$ cat src/hw/rtl/lgr_pkg.sv
// Shared types and constants for the Laplace grid relaxation unit.
// Holds register indexes, command and status codes, FSM states and the
// control and status structs between controller and datapath.
`timescale 1ns / 1ps

package lgr_pkg;

  localparam int MAX_DIM    = 16;
  localparam int MAX_SWEEPS = 4096;
  localparam int DATA_W     = 32;
  localparam int SWEEP_W    = 16;
  localparam int DIM_CFG_W  = 5;
  localparam int TOL_W      = 31;
  localparam int IDX_W      = 4;
  localparam int APB_AW     = 5;
  localparam int APB_DW     = 32;

  localparam logic [DIM_CFG_W-1:0] DIM_RESET = DIM_CFG_W'(10);

  typedef enum logic [2:0] {
    REG_TOP    = 3'd0,
    REG_RIGHT  = 3'd1,
    REG_BOTTOM = 3'd2,
    REG_LEFT   = 3'd3,
    REG_ROWS   = 3'd4,
    REG_COLS   = 3'd5,
    REG_TOL    = 3'd6
  } reg_idx_e;

  typedef enum logic {
    CMD_SOLVE = 1'b0,
    CMD_READ  = 1'b1
  } cmd_e;

  typedef enum logic [1:0] {
    ST_OK      = 2'd0,
    ST_CAP     = 2'd1,
    ST_RANGE   = 2'd2,
    ST_NOSOLVE = 2'd3
  } status_e;

  typedef enum logic [2:0] {
    NB_NORTH,
    NB_SOUTH,
    NB_WEST,
    NB_EAST,
    NB_CENTER,
    NB_REQ
  } rd_sel_e;

  typedef enum logic [3:0] {
    S_IDLE,
    S_DISPATCH,
    S_PREP,
    S_INIT,
    S_SWEEP,
    S_RD_N,
    S_RD_S,
    S_RD_W,
    S_RD_E,
    S_RD_C,
    S_WR,
    S_CMP,
    S_SWEEP_END,
    S_READ,
    S_DONE
  } state_e;

  typedef struct packed {
    logic [DATA_W-1:0]    top;
    logic [DATA_W-1:0]    right;
    logic [DATA_W-1:0]    bottom;
    logic [DATA_W-1:0]    left;
    logic [DIM_CFG_W-1:0] rows;
    logic [DIM_CFG_W-1:0] cols;
    logic [TOL_W-1:0]     tol;
  } cfg_t;

  typedef struct packed {
    logic    req_ld;
    logic    prep;
    logic    init_wr;
    logic    sweep_begin;
    logic    rd_en;
    rd_sel_e rd_sel;
    logic    acc_load;
    logic    acc_add;
    logic    cell_wr;
    logic    diff_ld;
    logic    cmp;
    logic    finish;
    logic    out_ld;
  } ctl_t;

  typedef struct packed {
    logic req_read;
    logic init_last;
    logic cell_last;
    logic converged;
    logic cap_reached;
  } sts_t;

endpackage

$ cat src/hw/rtl/lgr_regs.sv
// APB configuration registers: edge temperatures, grid size, tolerance.
// Depends on lgr_pkg.
`timescale 1ns / 1ps

module lgr_regs (
  input  logic                      clk_i,
  input  logic                      rst_ni,
  input  logic                      psel,
  input  logic                      penable,
  input  logic                      pwrite,
  input  logic [lgr_pkg::APB_AW-1:0] paddr,
  input  logic [lgr_pkg::APB_DW-1:0] pwdata,
  output logic [lgr_pkg::APB_DW-1:0] prdata,
  output logic                      pready,
  output lgr_pkg::cfg_t             cfg_o
);

  import lgr_pkg::*;

  cfg_t     cfg_q, cfg_d;
  reg_idx_e idx;
  logic     wr_en;

  assign idx    = reg_idx_e'(paddr[APB_AW-1:2]);
  assign wr_en  = psel & penable & pwrite;
  assign pready = 1'b1;

  always_comb begin
    cfg_d = cfg_q;
    if (wr_en) begin
      unique case (idx)
        REG_TOP:    cfg_d.top    = pwdata;
        REG_RIGHT:  cfg_d.right  = pwdata;
        REG_BOTTOM: cfg_d.bottom = pwdata;
        REG_LEFT:   cfg_d.left   = pwdata;
        REG_ROWS:   cfg_d.rows   = pwdata[DIM_CFG_W-1:0];
        REG_COLS:   cfg_d.cols   = pwdata[DIM_CFG_W-1:0];
        REG_TOL:    cfg_d.tol    = pwdata[TOL_W-1:0];
        default:    cfg_d        = cfg_q;
      endcase
    end
  end

  always_comb begin
    unique case (idx)
      REG_TOP:    prdata = cfg_q.top;
      REG_RIGHT:  prdata = cfg_q.right;
      REG_BOTTOM: prdata = cfg_q.bottom;
      REG_LEFT:   prdata = cfg_q.left;
      REG_ROWS:   prdata = APB_DW'(cfg_q.rows);
      REG_COLS:   prdata = APB_DW'(cfg_q.cols);
      REG_TOL:    prdata = APB_DW'(cfg_q.tol);
      default:    prdata = '0;
    endcase
  end

  always_ff @(posedge clk_i or negedge rst_ni) begin
    if (!rst_ni) begin
      cfg_q.top    <= '0;
      cfg_q.right  <= '0;
      cfg_q.bottom <= '0;
      cfg_q.left   <= '0;
      cfg_q.rows   <= DIM_RESET;
      cfg_q.cols   <= DIM_RESET;
      cfg_q.tol    <= '0;
    end else begin
      cfg_q <= cfg_d;
    end
  end

  assign cfg_o = cfg_q;

endmodule

$ cat config.mk
export PLATFORM = sky130hd
export DESIGN_NAME = lgr_regs
export DESIGN_NICKNAME = d
export VERILOG_FILES = /design/src/hw/rtl/lgr_pkg.sv /design/src/hw/rtl/lgr_regs.sv
export SDC_FILE = /design/constraint.sdc
export NUM_CORES = 1
export LEC_CHECK = 0
export BUFFER_PORTS_ARGS = -buffer_cell sky130_fd_sc_hd__buf_2
export CELL_PAD_IN_SITES_DETAIL_PLACEMENT = 1
export CELL_PAD_IN_SITES_GLOBAL_PLACEMENT = 2
export CORE_ASPECT_RATIO = 0.9
export CORE_MARGIN = 2
export CORE_UTILIZATION = 37
export CTS_CLUSTER_SIZE = 16
export DETAILED_ROUTE_END_ITERATION = 8
export GPL_ROUTABILITY_DRIVEN = 0
export GPL_TIMING_DRIVEN = 1
export HOLD_SLACK_MARGIN = 0.12
export PLACE_DENSITY_LB_ADDON = 0.12
export SYNTH_ARGS = -nofsm -noshare
export SYNTH_HDL_FRONTEND = slang
export SYNTH_SLANG_ARGS = --single-unit
$ cat constraint.sdc
create_clock -name clk_i -period 3.8 [get_ports clk_i]
set_clock_uncertainty 0.15 [all_clocks]
set_input_delay 0.19 -clock clk_i [delete_from_list [all_inputs] [get_ports clk_i]]
set_output_delay 0.19 -clock clk_i [all_outputs]
set_load 0.03 [all_outputs]
Yosys cells after proc, flatten, opt, wreduce, memory -nomap -nowiden
Cells that the tools add are included.

Equal/unequal tests: 6. Reductions and logical operators: 8. Muxes and demuxes: 1. Bitwise logic cells: 2.

Operator list (number): 32-bit case mux with 7 select lines (1); 2-bit AND reduction (7); 3-bit equality test, second input constant (3); 3-bit by 2-bit equality test with 1-bit output, second input constant (2); 3-bit by 1-bit equality test with 1-bit output, second input constant (1); 3-bit logical NOT (1); 1-bit bitwise AND (2).

Register bits: 169. Output and inout port bits: 202.

Logic depth before layout (Yosys ltp)
Gate-level depths: netlist of the first run.

Depth after elaboration: 3. Gate-level depth with buffers: 6.

Worst setup path before layout of the first run
OpenSTA, ideal clock, no wires.

Path kind: input-to-output. Start point: input port paddr[4] (netlist bit). End point: output port prdata[2] (netlist bit). Path buffers: 3. Stages: 5. Path slack: 1865 ps. Required time: 3460 ps. Arrival: 1595 ps. Cells stage by stage: clkbuf_1 > clkbuf_1 > clkbuf_1 > a21oi_1 > o211ai_1.

Longest elaborated chain between the ends: 2. Elaborated cells on any way between the ends: 8. Classes of those cells: 6 x eq/ne; 1 x mux; 1 x reduce/logical.

Ends and longest elaborated chain: start: declaration (RTL line lgr_regs.sv:11) `input logic [lgr_pkg::APB_AW-1:0] paddr,`; 3-bit equality test, or another cell as far along (RTL line lgr_regs.sv:45) `unique case (idx)`; 32-bit case mux with 7 select lines (*) (RTL line lgr_regs.sv:45); end: declaration (RTL line lgr_regs.sv:13) `output logic [lgr_pkg::APB_DW-1:0] prdata,`.

Every way passes the cells marked *; elsewhere a longest branch is shown, timed or not.

Worst setup path in the final report of the first run
Start point: input port paddr[4] (netlist bit). End point: output port prdata[18] (netlist bit).

Same word-level chain as after synthesis.

==> out/results.tsv, run 1 <==
stage	metric	value	unit
run_status	status	completed	
setup_path	crit_required	3460	ps
finish	multi_input_area	0.00355	mm^2
routing	drt_pass1_iterations	4	
timing	max_freq	385	MHz
min_path	min_path_cells	4	
floorplanning	dieArea	0.0228	mm^2
synthesis	syn_area	0.00798	mm^2
global_route	grt_pass1_vias	6458	
placement	hpwlAfterDp	16.2	mm
synthesis	avgSynthCellArea	14.0	um^2
synthesis	yosys-top-cells-area	dfrtp_1, mux2_2, mux2i_1, mux2_4, mux2_1	
placement	numPortBuffers	240	
clock_tree	ctsResizeCount	0	
timing	period_share	68.3	%
setup_path	endpoint_kind	output port	
pwr	p_sw_share	36.6	%
routing	initialDrtViolationCount	285	
timing	timing.final.ws_setup	1210	ps
pwr	clock_power_share	29.7	%
timing	max_slew_margin	31.0	%
timing	rsz0062_at_grt	no	
clock_tree	cts_buffer_depth	2	
placement	dp_slack	983	ps
floorplanning	start_util	38.1	%
clock_tree	cts-htree-levels	4	
setup_path	crit_type	input pin to output port	
timing	tightest_slew	1030	ps
pwr	p_int	4080	uW
clock_tree	clock_latency	420	ps
pwr	p_total	6430	uW
synthesis	synth_cells	570	
clock_tree	cts-hold-fix-buffers	33	
routing	antenna_left	0	
timing	drv_slew	0	
routing	avgRoutedWirePerCell	22.1	um
routing	vias	5837	
finish	final_util	49.8	%
synthesis	synth_top_area_share	51.7	%
synthesis	syn_nets	612	
setup_path	setup.worst_path.start_class	input pin	
min_path	hold_path_class	input pin to flip-flop	
timing	fin_crit	2590	ps
routing	wl	24.9	mm
timing	setup_tns	0	ps
synthesis	ys_ff_latch	169	
synthesis	ys_types	37	
global_route	grt_start_max_net_pins	95	
timing	hold_violations	0	
synthesis	synth_top_area_cell	dfrtp_1	
clock_tree	cts_tree	done	
global_route	grt_usage	22.1	%
routing	drcViolationCount	0	
clock_tree	clockRootBuffer	clkbuf_16	
floorplanning	core-area	0.0210	mm^2
synthesis	ys_seq_area_share	53.0	%
finish	n_antenna_cell	0	
floorplanning	dieHeight	143	um
setup_path	cp_max_fo	30	
finish	drive_above_1_share	52.4	%
pwr	p_comb_share	32.4	%
pwr	irDropWorstVdd	0.258	mV
routing	via_per_inst	5.19	
global_route	grt_pass1_wl	38.6	mm
finish	regArea	0.00423	mm^2
floorplanning	fp-row-count	50	
pwr	powerDensity	616	mW/mm^2
floorplanning	io-pin-count	244	
finish	nNetsFinal	868	
finish	fillers	2190	
floorplanning	die_w	159	um
pwr	seq_power_share	37.9	%
clock_tree	post_cts_buffers	0	
setup_path	reg2reg_depth	1	
synthesis	ys_warn_count	0	
global_route	overflow	0	
clock_tree	numCtsBuffers	17	
finish	syn_to_final_growth	30.8	%
clock_tree	clock-sinks	169	
finish	largest_reg_flops	169	
global_route	grt_antenna_before_repair	0	
clock_tree	cts.clk_slew.worst_paths	70	ps
setup_path	arrival	2250	ps
timing	setup_violations	0	
pwr	p_sw	2350	uW
pwr	p_leak	0.00546	uW
flow_run	maxCapViolations	0	
power groups by stage:
stage          combinational [uW]  clock (uW)  sequential, uW
5_1_grt                      2200        2040            2500
4_1_cts                      2110        1950            2440
3_5_place_dp                 2070           0            2470
2_1_floorplan                 688           0            3130
3_3_place_gp                 2040           0            2440
6_report                     2080        1910            2440
worst max-delay path, cell delays in order:
cell and delay [ps]:
buf_2 510, nor2b_4 970, o2bb2ai_1 190, a21o_1 170, buf_2 210
kinds of logic after synthesis:
family	Yosys count	share of synthesized area (%)
and+or+nand+nor	51	3.68
other	1	0.0470
DFF	169	53.0
muxes	232	33.4
AOI/OAI and AO/OA	70	6.93
buffers and inverters	47	2.95
cells in the final DEF, fill, tap and decap left out, types with 3 or more instances in the layout:
cell	n
bufinv_16	5
nor2_1	3
mux2i_1	59
buf_12	3
a211oi_1	3
a221o_1	3
buf_4	8
nor2_4	3
clkbuf_1	3
clkbuf_16	17
dlygate4sd3_1	33
mux2_2	119
dfstp_2	4
o2bb2ai_1	26
mux2_1	23
buf_2	238
o21ai_0	3
nor3_1	26
nand3b_1	3
clkinvlp_4	3
mux2_4	30
a21o_1	26
dfrtp_1	165
a21boi_0	3
path summary, 6_finish.rpt:
| check | startpoint | end | slack [ps] |
|---|---|---|---|
| worst max-delay path | paddr[4] | prdata[18] | 1210 |
| worst min-delay path | penable | cfg_o[74]$_DFFE_PN0P_ | 210 |
| worst max register to register | cfg_o[127]$_DFFE_PN0P_ | cfg_o[127]$_DFFE_PN0P_ | 2810 |
| worst min register to register | cfg_o[117]$_DFFE_PN0P_ | cfg_o[117]$_DFFE_PN0P_ | 370 |
| max in group asynchronous | rst_ni | cfg_o[137]$_DFFE_PN0P_ | 2210 |
| min in group asynchronous | rst_ni | cfg_o[106]$_DFFE_PN0P_ | 270 |
routing by layer:
metal  routed length [um]  GRT usage [%]  part of all wire, %
met5                    0              0                    0
met2                12000           36.8                   48
met3                 1460           6.67                  5.9
met4                  537           6.76                  2.2
met1                10900           28.0                   44
final cells by class:
type / count / share of cell area, %
tap: 286 / 3.43
multi-input combinational: 354 / 34.0
timing repair buffer: 283 / 15.8
clock inverter: 11 / 1.87
clock buffer: 21 / 4.31
inverter: 1 / 0.0360
sequential: 169 / 40.6
synth_stat cells:
master       n
o21a_1       1
nor2b_1      2
nand2b_1     2
mux2_2     119
nor3b_1      1
buf_2       23
nand4b_4     1
nand3_1      2
nor2_1       6
nand2_1      2
o21ai_0      3
nor3_1      26
o2bb2ai_1   26
and2_1       1
mux2_4      30
inv_1        1
buf_6        3
a221o_1      3
a211oi_1     3
nor4bb_1     2
a21o_1      26
mux2_1      23
buf_4        2
o211ai_1     2
mux2i_1     59
a31oi_1      2
or3_1        2
conb_1       1
dfstp_2      4
nand3b_1     3
clkbuf_1    17
buf_1        1
a21boi_0     3
dfrtp_1    165
mux4_2       1
nand4_1      1
a21oi_1      1
through the flow:
| step | std cells | hold WS (ps) | cell area, um^2 |
|---|---|---|---|
| floorplan | 570 | -256 | 7980 |
| global placement | 1060 | 178 | 9460 |
| detailed placement | 1060 | 193 | 9460 |
| CTS | 1125 | 193 | 10400 |
| global route | 1125 | 213 | 10400 |
| finish | 1125 | 209 | 10400 |
(Power assumes the default switching activity.)
==> inputs of run 2 (changes only) <==
CORE_UTILIZATION = 31   (was 37)
clock period = 2.38 ns   (was 3.8 ns; I/O delays follow)
==> run 2 against run 1 <==
Net effect:
- cell area rose by 1.3%
- worst hold slack gained 61 ps
- count of clock-buffer cells in the layout is 3 lower
- worst setup slack got worse by 810 ps
- cell count rose by 6.0%
- utilization is 7.9 points lower
- sequential cell count unchanged
- global-route usage fell by 2.5 points
- via count rose by 0.45%
- die area grew 19%
- sequential power increased by 60%
- non-clock buffer count increased by 13
- highest routed layer unchanged
==> out/results.tsv, run 2 (same netlist as run 1, synthesis figures left out) <==
stage	metric	value	unit
clock_tree	cts-hold-fix-buffers	34	
routing	via_per_inst	4.92	
global_route	grt-busiest-layer	met2	
pwr	p_comb_share	33.4	%
clock_tree	clock-sinks	169	
setup_path	cp_max_fo	35	
global_route	use_met1	24.0	%
floorplanning	dieArea	0.0271	mm^2
timing	max_slew_margin	61.8	%
finish	layout_common_cells	buf_2, dfrtp_1, mux2_2	
pwr	seq_power_share	38.9	%
placement	dpl_cell_area	0.00966	mm^2
timing	tightest_slew	571	ps
global_route	grt_use_met3	5.78	%
finish	fillers	2722	
finish	final_area	0.0106	mm^2
clock_tree	clock_latency	410	ps
setup_path	rrSetupSlack	1400	ps
floorplanning	fp-row-count	55	
pwr	clock_power_share	27.6	%
min_path	hold_end	cfg_o[38]$_DFFE_PN0P_	
routing	initialDrtViolationCount	186	
finish	final_common_cell	buf_2	
timing	rsz0062_at_grt	no	
setup_path	reg2reg_depth	1	
routing	vias	5863	
clock_tree	post_cts_buffers	0	
timing	setup_tns	0	ps
global_route	grt_pass1_vias	6480	
pwr	p_leak	0.00549	uW
clock_tree	cts.clk_slew.worst_paths	70	ps
min_path	hold_path_class	input pin to flip-flop	
routing	avgRoutedWirePerCell	21.9	um
setup_path	setup.worst_path.start_class	input pin	
global_route	grt_usage	19.6	%
routing	wl	26.2	mm
pwr	powerDensity	947	mW/mm^2
pwr	irDropWorstVdd	0.388	mV
finish	nNetsFinal	881	
placement	hpwlAfterDp	17.4	mm
finish	final_util	41.9	%
placement	numPortBuffers	240	
floorplanning	start_util	31.6	%
min_path	worstHoldStart	penable	
clock_tree	cts-htree-levels	4	
setup_path	crit_type	input pin to output port	
min_path	min_path_cells	5	
clock_tree	ctsResizeCount	0	
finish	drive_above_1_share	53.2	%
global_route	overflow	0	
pwr	p_sw_share	38.2	%
timing	period_share	83.2	%
timing	holdWs	270	ps
flow_run	maxCapViolations	0	
finish	fin_cells	1192	
finish	n_antenna_cell	0	
setup_path	r2r_start	cfg_o[118]$_DFFE_PN0P_	
routing	drt_pass1_iterations	6	
clock_tree	cts_tree	done	
timing	max_freq	505	MHz
floorplanning	io-pin-count	244	
global_route	grt_start_max_net_pins	62	
run_status	status	completed	
global_route	grt_antenna_before_repair	0	
timing	setup_violations	0	
global_route	grt_util_met2	33.9	%
routing	drcViolationCount	0	
routing	antenna_left	0	
setup_path	crit_required	2110	ps
floorplanning	core-area	0.0253	mm^2
timing	hold_violations	0	
finish	largest_reg_flops	169	
clock_tree	cts_buffer_depth	2	
pwr	p_sw	3830	uW
floorplanning	dieHeight	156	um
finish	syn_to_final_growth	32.5	%
setup_path	arrival	1710	ps
global_route	grt_pass1_wl	40.4	mm
setup_path	endpoint_kind	output port	
clock_tree	numCtsBuffers	17	
clock_tree	clockRootBuffer	clkbuf_16	
timing	drv_slew	0	
setup_path	timing.rr.end	cfg_o[118]$_DFFE_PN0P_	
floorplanning	die_w	173	um
placement	placed_cells	1128	
pwr	p_int	6190	uW
timing	fin_crit	1980	ps
==> run 2: final cells by class <==
cell class | instances | area, um^2 | share of cell area (%)
clock inverters | 12 | 144 | 1.36
repair buffers | 296 | 1790 | 17.0
flip-flops and latches | 169 | 4230 | 40.0
multi-input cells | 354 | 3550 | 33.5
inverters | 1 | 3.75 | 0.0355
well taps | 342 | 428 | 4.05
clock buffers | 18 | 429 | 4.06
==> run 2: layer usage <==
| layer | vias to the layer above | part of all wire, % |
|---|---|---|
| li1 | 2638 | - |
| met1 | 3054 | 43 |
| met2 | 154 | 50 |
| met3 | 17 | 6.1 |
| met4 | 0 | 1.1 |
| met5 | - | 0 |
==> run 2: worst max path at each step <==
stage	startpoint	to	slack, ps	cells past startpoint
after floorplan	paddr[4]	prdata[2]	590	5
final	paddr[4]	prdata[1]	400	6
after global routing	paddr[4]	prdata[0]	270	6
after global placement	paddr[4]	prdata[0]	430	6
after detailed placement	paddr[4]	prdata[1]	410	6
after CTS	paddr[4]	prdata[1]	390	6
==> run 2: per-stage QoR <==
stage	total power, uW	setup WS (ps)
after global routing	10500	267
after CTS	10200	388
after detailed placement	7290	414
after floorplan	6100	587
after global placement	7200	433
final	10000	400
==> run 2: critical path, stage by stage <==
cell      delay (ps)
buf_2            280
buf_4            470
inv_1            220
a211oi_1         260
a221o_1          150
buf_2            200
==> run 2: power groups by stage <==
stage | combinational [uW] | clock [uW] | sequential (uW)
floorplan | 1100 | 0 | 5000
finish | 3350 | 2770 | 3900
global route | 3540 | 2980 | 3990
global placement | 3290 | 0 | 3910
CTS | 3390 | 2860 | 3910
detailed placement | 3340 | 0 | 3950
==> inputs of run 3 (changes only) <==
ABC_AREA = 1   (was unset)
CORE_UTILIZATION = 26   (was 31)
clock period = 1.6 ns   (was 2.38 ns; I/O delays follow)
==> run 3 against run 2 <==
Net effect:
- the flow now finishes with violations (setup timing)
- total power up 61%
- synthesized area up 6.5%
- via count rose by 58%
- wire length grew 53%
- critical path type is now flip-flop to output port
==> out/results.tsv, run 3 <==
stage	metric	value	unit
routing	antenna_left	0	
setup_path	timing.rr.end	cfg_o[32]$_DFFE_PN1P_	
routing	drt_pass1_iterations	4	
finish	nNetsFinal	1507	
global_route	grt_usage	23.3	%
timing	hold_violations	0	
placement	hpwlAfterDp	26.4	mm
global_route	grt_antenna_before_repair	0	
floorplanning	io-pin-count	244	
finish	fillers	3879	
synthesis	syn_area	0.00850	mm^2
placement	dp_slack	30.9	ps
placement	numPortBuffers	240	
pwr	powerDensity	1280	mW/mm^2
setup_path	path_common_cell	nand2_1	
clock_tree	clock_latency	430	ps
floorplanning	core-area	0.0320	mm^2
synthesis	synth_flop_cell	dfrtp_1	
pwr	irDropWorstVdd	0.737	mV
synthesis	avgSynthCellArea	7.77	um^2
timing	rsz0062_at_grt	yes	
global_route	overflow	0	
synthesis	synth_edf_count	0	
finish	final_common_cell	nand2_1	
setup_path	r2r_start	cfg_o[32]$_DFFE_PN1P_	
pwr	p_leak	0.00682	uW
clock_tree	numCtsBuffers	17	
setup_path	endpoint_kind	output port	
synthesis	yosys-top-cells-area	dfrtp_1, nand2_1, o21ai_0, nand4_1, nand3_1	
floorplanning	die_w	195	um
finish	n_antenna_cell	0	
flow_run	maxCapViolations	0	
timing	holdWs	29.6	ps
clock_tree	cts_tree	done	
routing	initialDrtViolationCount	554	
routing	via_per_inst	4.91	
finish	multi_input_area	0.00378	mm^2
run_status	status	finished, violations left	
synthesis	yosysMostFrequentCell	nand2_1	
clock_tree	cts_buffer_depth	2	
setup_path	crit_family	flip-flops	
setup_path	crit_required	1370	ps
synthesis	synth_top_area_share	48.6	%
timing	max_freq	603	MHz
timing	setup_violations	3	
finish	layout_common_cells	nand2_1, buf_2, dfrtp_1	
setup_path	cp_max_fo	2	
clock_tree	clock-sinks	169	
synthesis	ys_ff_latch	169	
synthesis	async_flop_share	100	%
min_path	hold_end	cfg_o[35]$_DFFE_PN0P_	
setup_path	path_cells	nand4_1 > nand2_1 > nor2_1 > nand2_1 > buf_6	
floorplanning	fp-row-count	62	
synthesis	ys_types	21	
setup_path	crit_buf_inv	1	
setup_path	reg2reg_depth	4	
routing	wl	40.0	mm
finish	syn_to_final_growth	47.9	%
synthesis	ys_seq_area_share	49.8	%
clock_tree	cts.clk_slew.worst_paths	80	ps
timing	timing.final.ws_setup	-58.4	ps
routing	drcViolationCount	0	
synthesis	synth_cells	1094	
setup_path	setup.worst_path.start_class	flip-flop	
timing	period_share	104	%
synthesis	synth_top_area_cell	dfrtp_1	
setup_path	arrival	1430	ps
min_path	worstHoldStart	psel	
finish	drive_above_1_share	32.8	%
synthesis	ys_warn_count	0	
setup_path	rrSetupSlack	50	ps
clock_tree	cts-htree-levels	4	
timing	tightest_slew	506	ps
floorplanning	dieArea	0.0342	mm^2
finish	regArea	0.00424	mm^2
setup_path	crit_type	flip-flop to output port	
finish	largest_reg_flops	169	
setup_path	slowest_stage	dfstp_2	
clock_tree	cts-hold-fix-buffers	40	
timing	fin_crit	1660	ps
timing	max_slew_margin	66.3	%
finish	final_util	39.3	%
routing	avgRoutedWirePerCell	21.1	um
global_route	grt_pass1_vias	9634	
min_path	hold_path_class	input pin to flip-flop	
routing	vias	9292	
synthesis	syn_nets	1136	
run_status	violations	setup timing	
global_route	grt_pass1_wl	60.6	mm
floorplanning	dieHeight	176	um
floorplanning	start_util	26.5	%
global_route	grt_start_max_net_pins	62	
placement	dpl_cell_area	0.0104	mm^2
clock_tree	clockRootBuffer	clkbuf_16	
setup_path	slowest_delay	540	ps
synthesis	ys_top_cells_by_count	nand2_1, dfrtp_1, o21ai_0	
finish	final_area	0.0126	mm^2
timing	drv_slew	0	
min_path	min_path_cells	5	
## run 3: metal layers
layer	track usage [%]	part of all wire (%)
met1	33.1	49
met2	37.5	46
met3	4.24	4.2
met4	4.07	0.93
met5	0	0
## run 3: cells by family (layout without fill, tap and decap cells)
group           Yosys count  in the layout  synth area share [%]
buf+inv                 102            486                  6.65
other cells               1              1                0.0441
compound gates          169            169                  9.95
simple gates            653            653                  33.6
flops                   169            169                  49.8
## run 3: power breakdown
group          internal [uW]  switching (uW)  leakage (uW)
Sequential              5080             586       0.00217
Clock                   2660            2010      0.000316
Combinational           1980            3820       0.00434
Total                   9730            6420       0.00682
## run 3: layout make-up
type | count | share of cell area [%]
multi-input combinational | 823 | 30.1
clock buffer | 17 | 3.38
timing repair buffer | 445 | 26.8
inverter | 9 | 0.288
sequential | 169 | 33.7
clock inverter | 15 | 1.68
tap | 416 | 4.14
## run 3: worst max path at each step
| stage | from | to | slack [ps] | cells past startpoint |
|---|---|---|---|---|
| after CTS | cfg_o[32]$_DFFE_PN1P_ | prdata[1] | -70 | 5 |
| after global routing | cfg_o[32]$_DFFE_PN1P_ | prdata[1] | -110 | 5 |
| after floorplan | paddr[4] | prdata[16] | 240 | 8 |
| final | cfg_o[32]$_DFFE_PN1P_ | prdata[1] | -60 | 5 |
| after detailed placement | paddr[4] | cfg_o[158]$_DFFE_PN0P_ | 30 | 8 |
| after global placement | paddr[3] | cfg_o[156]$_DFFE_PN0P_ | 70 | 8 |
## run 3: timing repair
| action | 4_1_cts | 5_1_grt |
|---|---|---|
| endpoints found under the hold margin | 338 | 2 |
| setup buffers | 66 | 40 |
| gates resized for setup | 31 | 81 |
| pin swaps | 17 | 50 |
| gates cloned | 0 | 1 |
| endpoints found under the setup margin | 31 | 36 |
## run 3: worst reg2reg max path: stages (launching register included)
cell	delay (ps)
dfstp_2	540
buf_4	110
o21ai_1	60
dlygate4sd3_1	580
nand2_1	60
## run 3: through the flow
step	instances	power (uW)	TNS [ps]
final	1894	16100	-123
after global routing	1894	16900	-1360
after CTS	1854	15900	-150
after detailed placement	1716	10500	0
after global placement	1716	10500	0
after floorplan	1094	8560	0
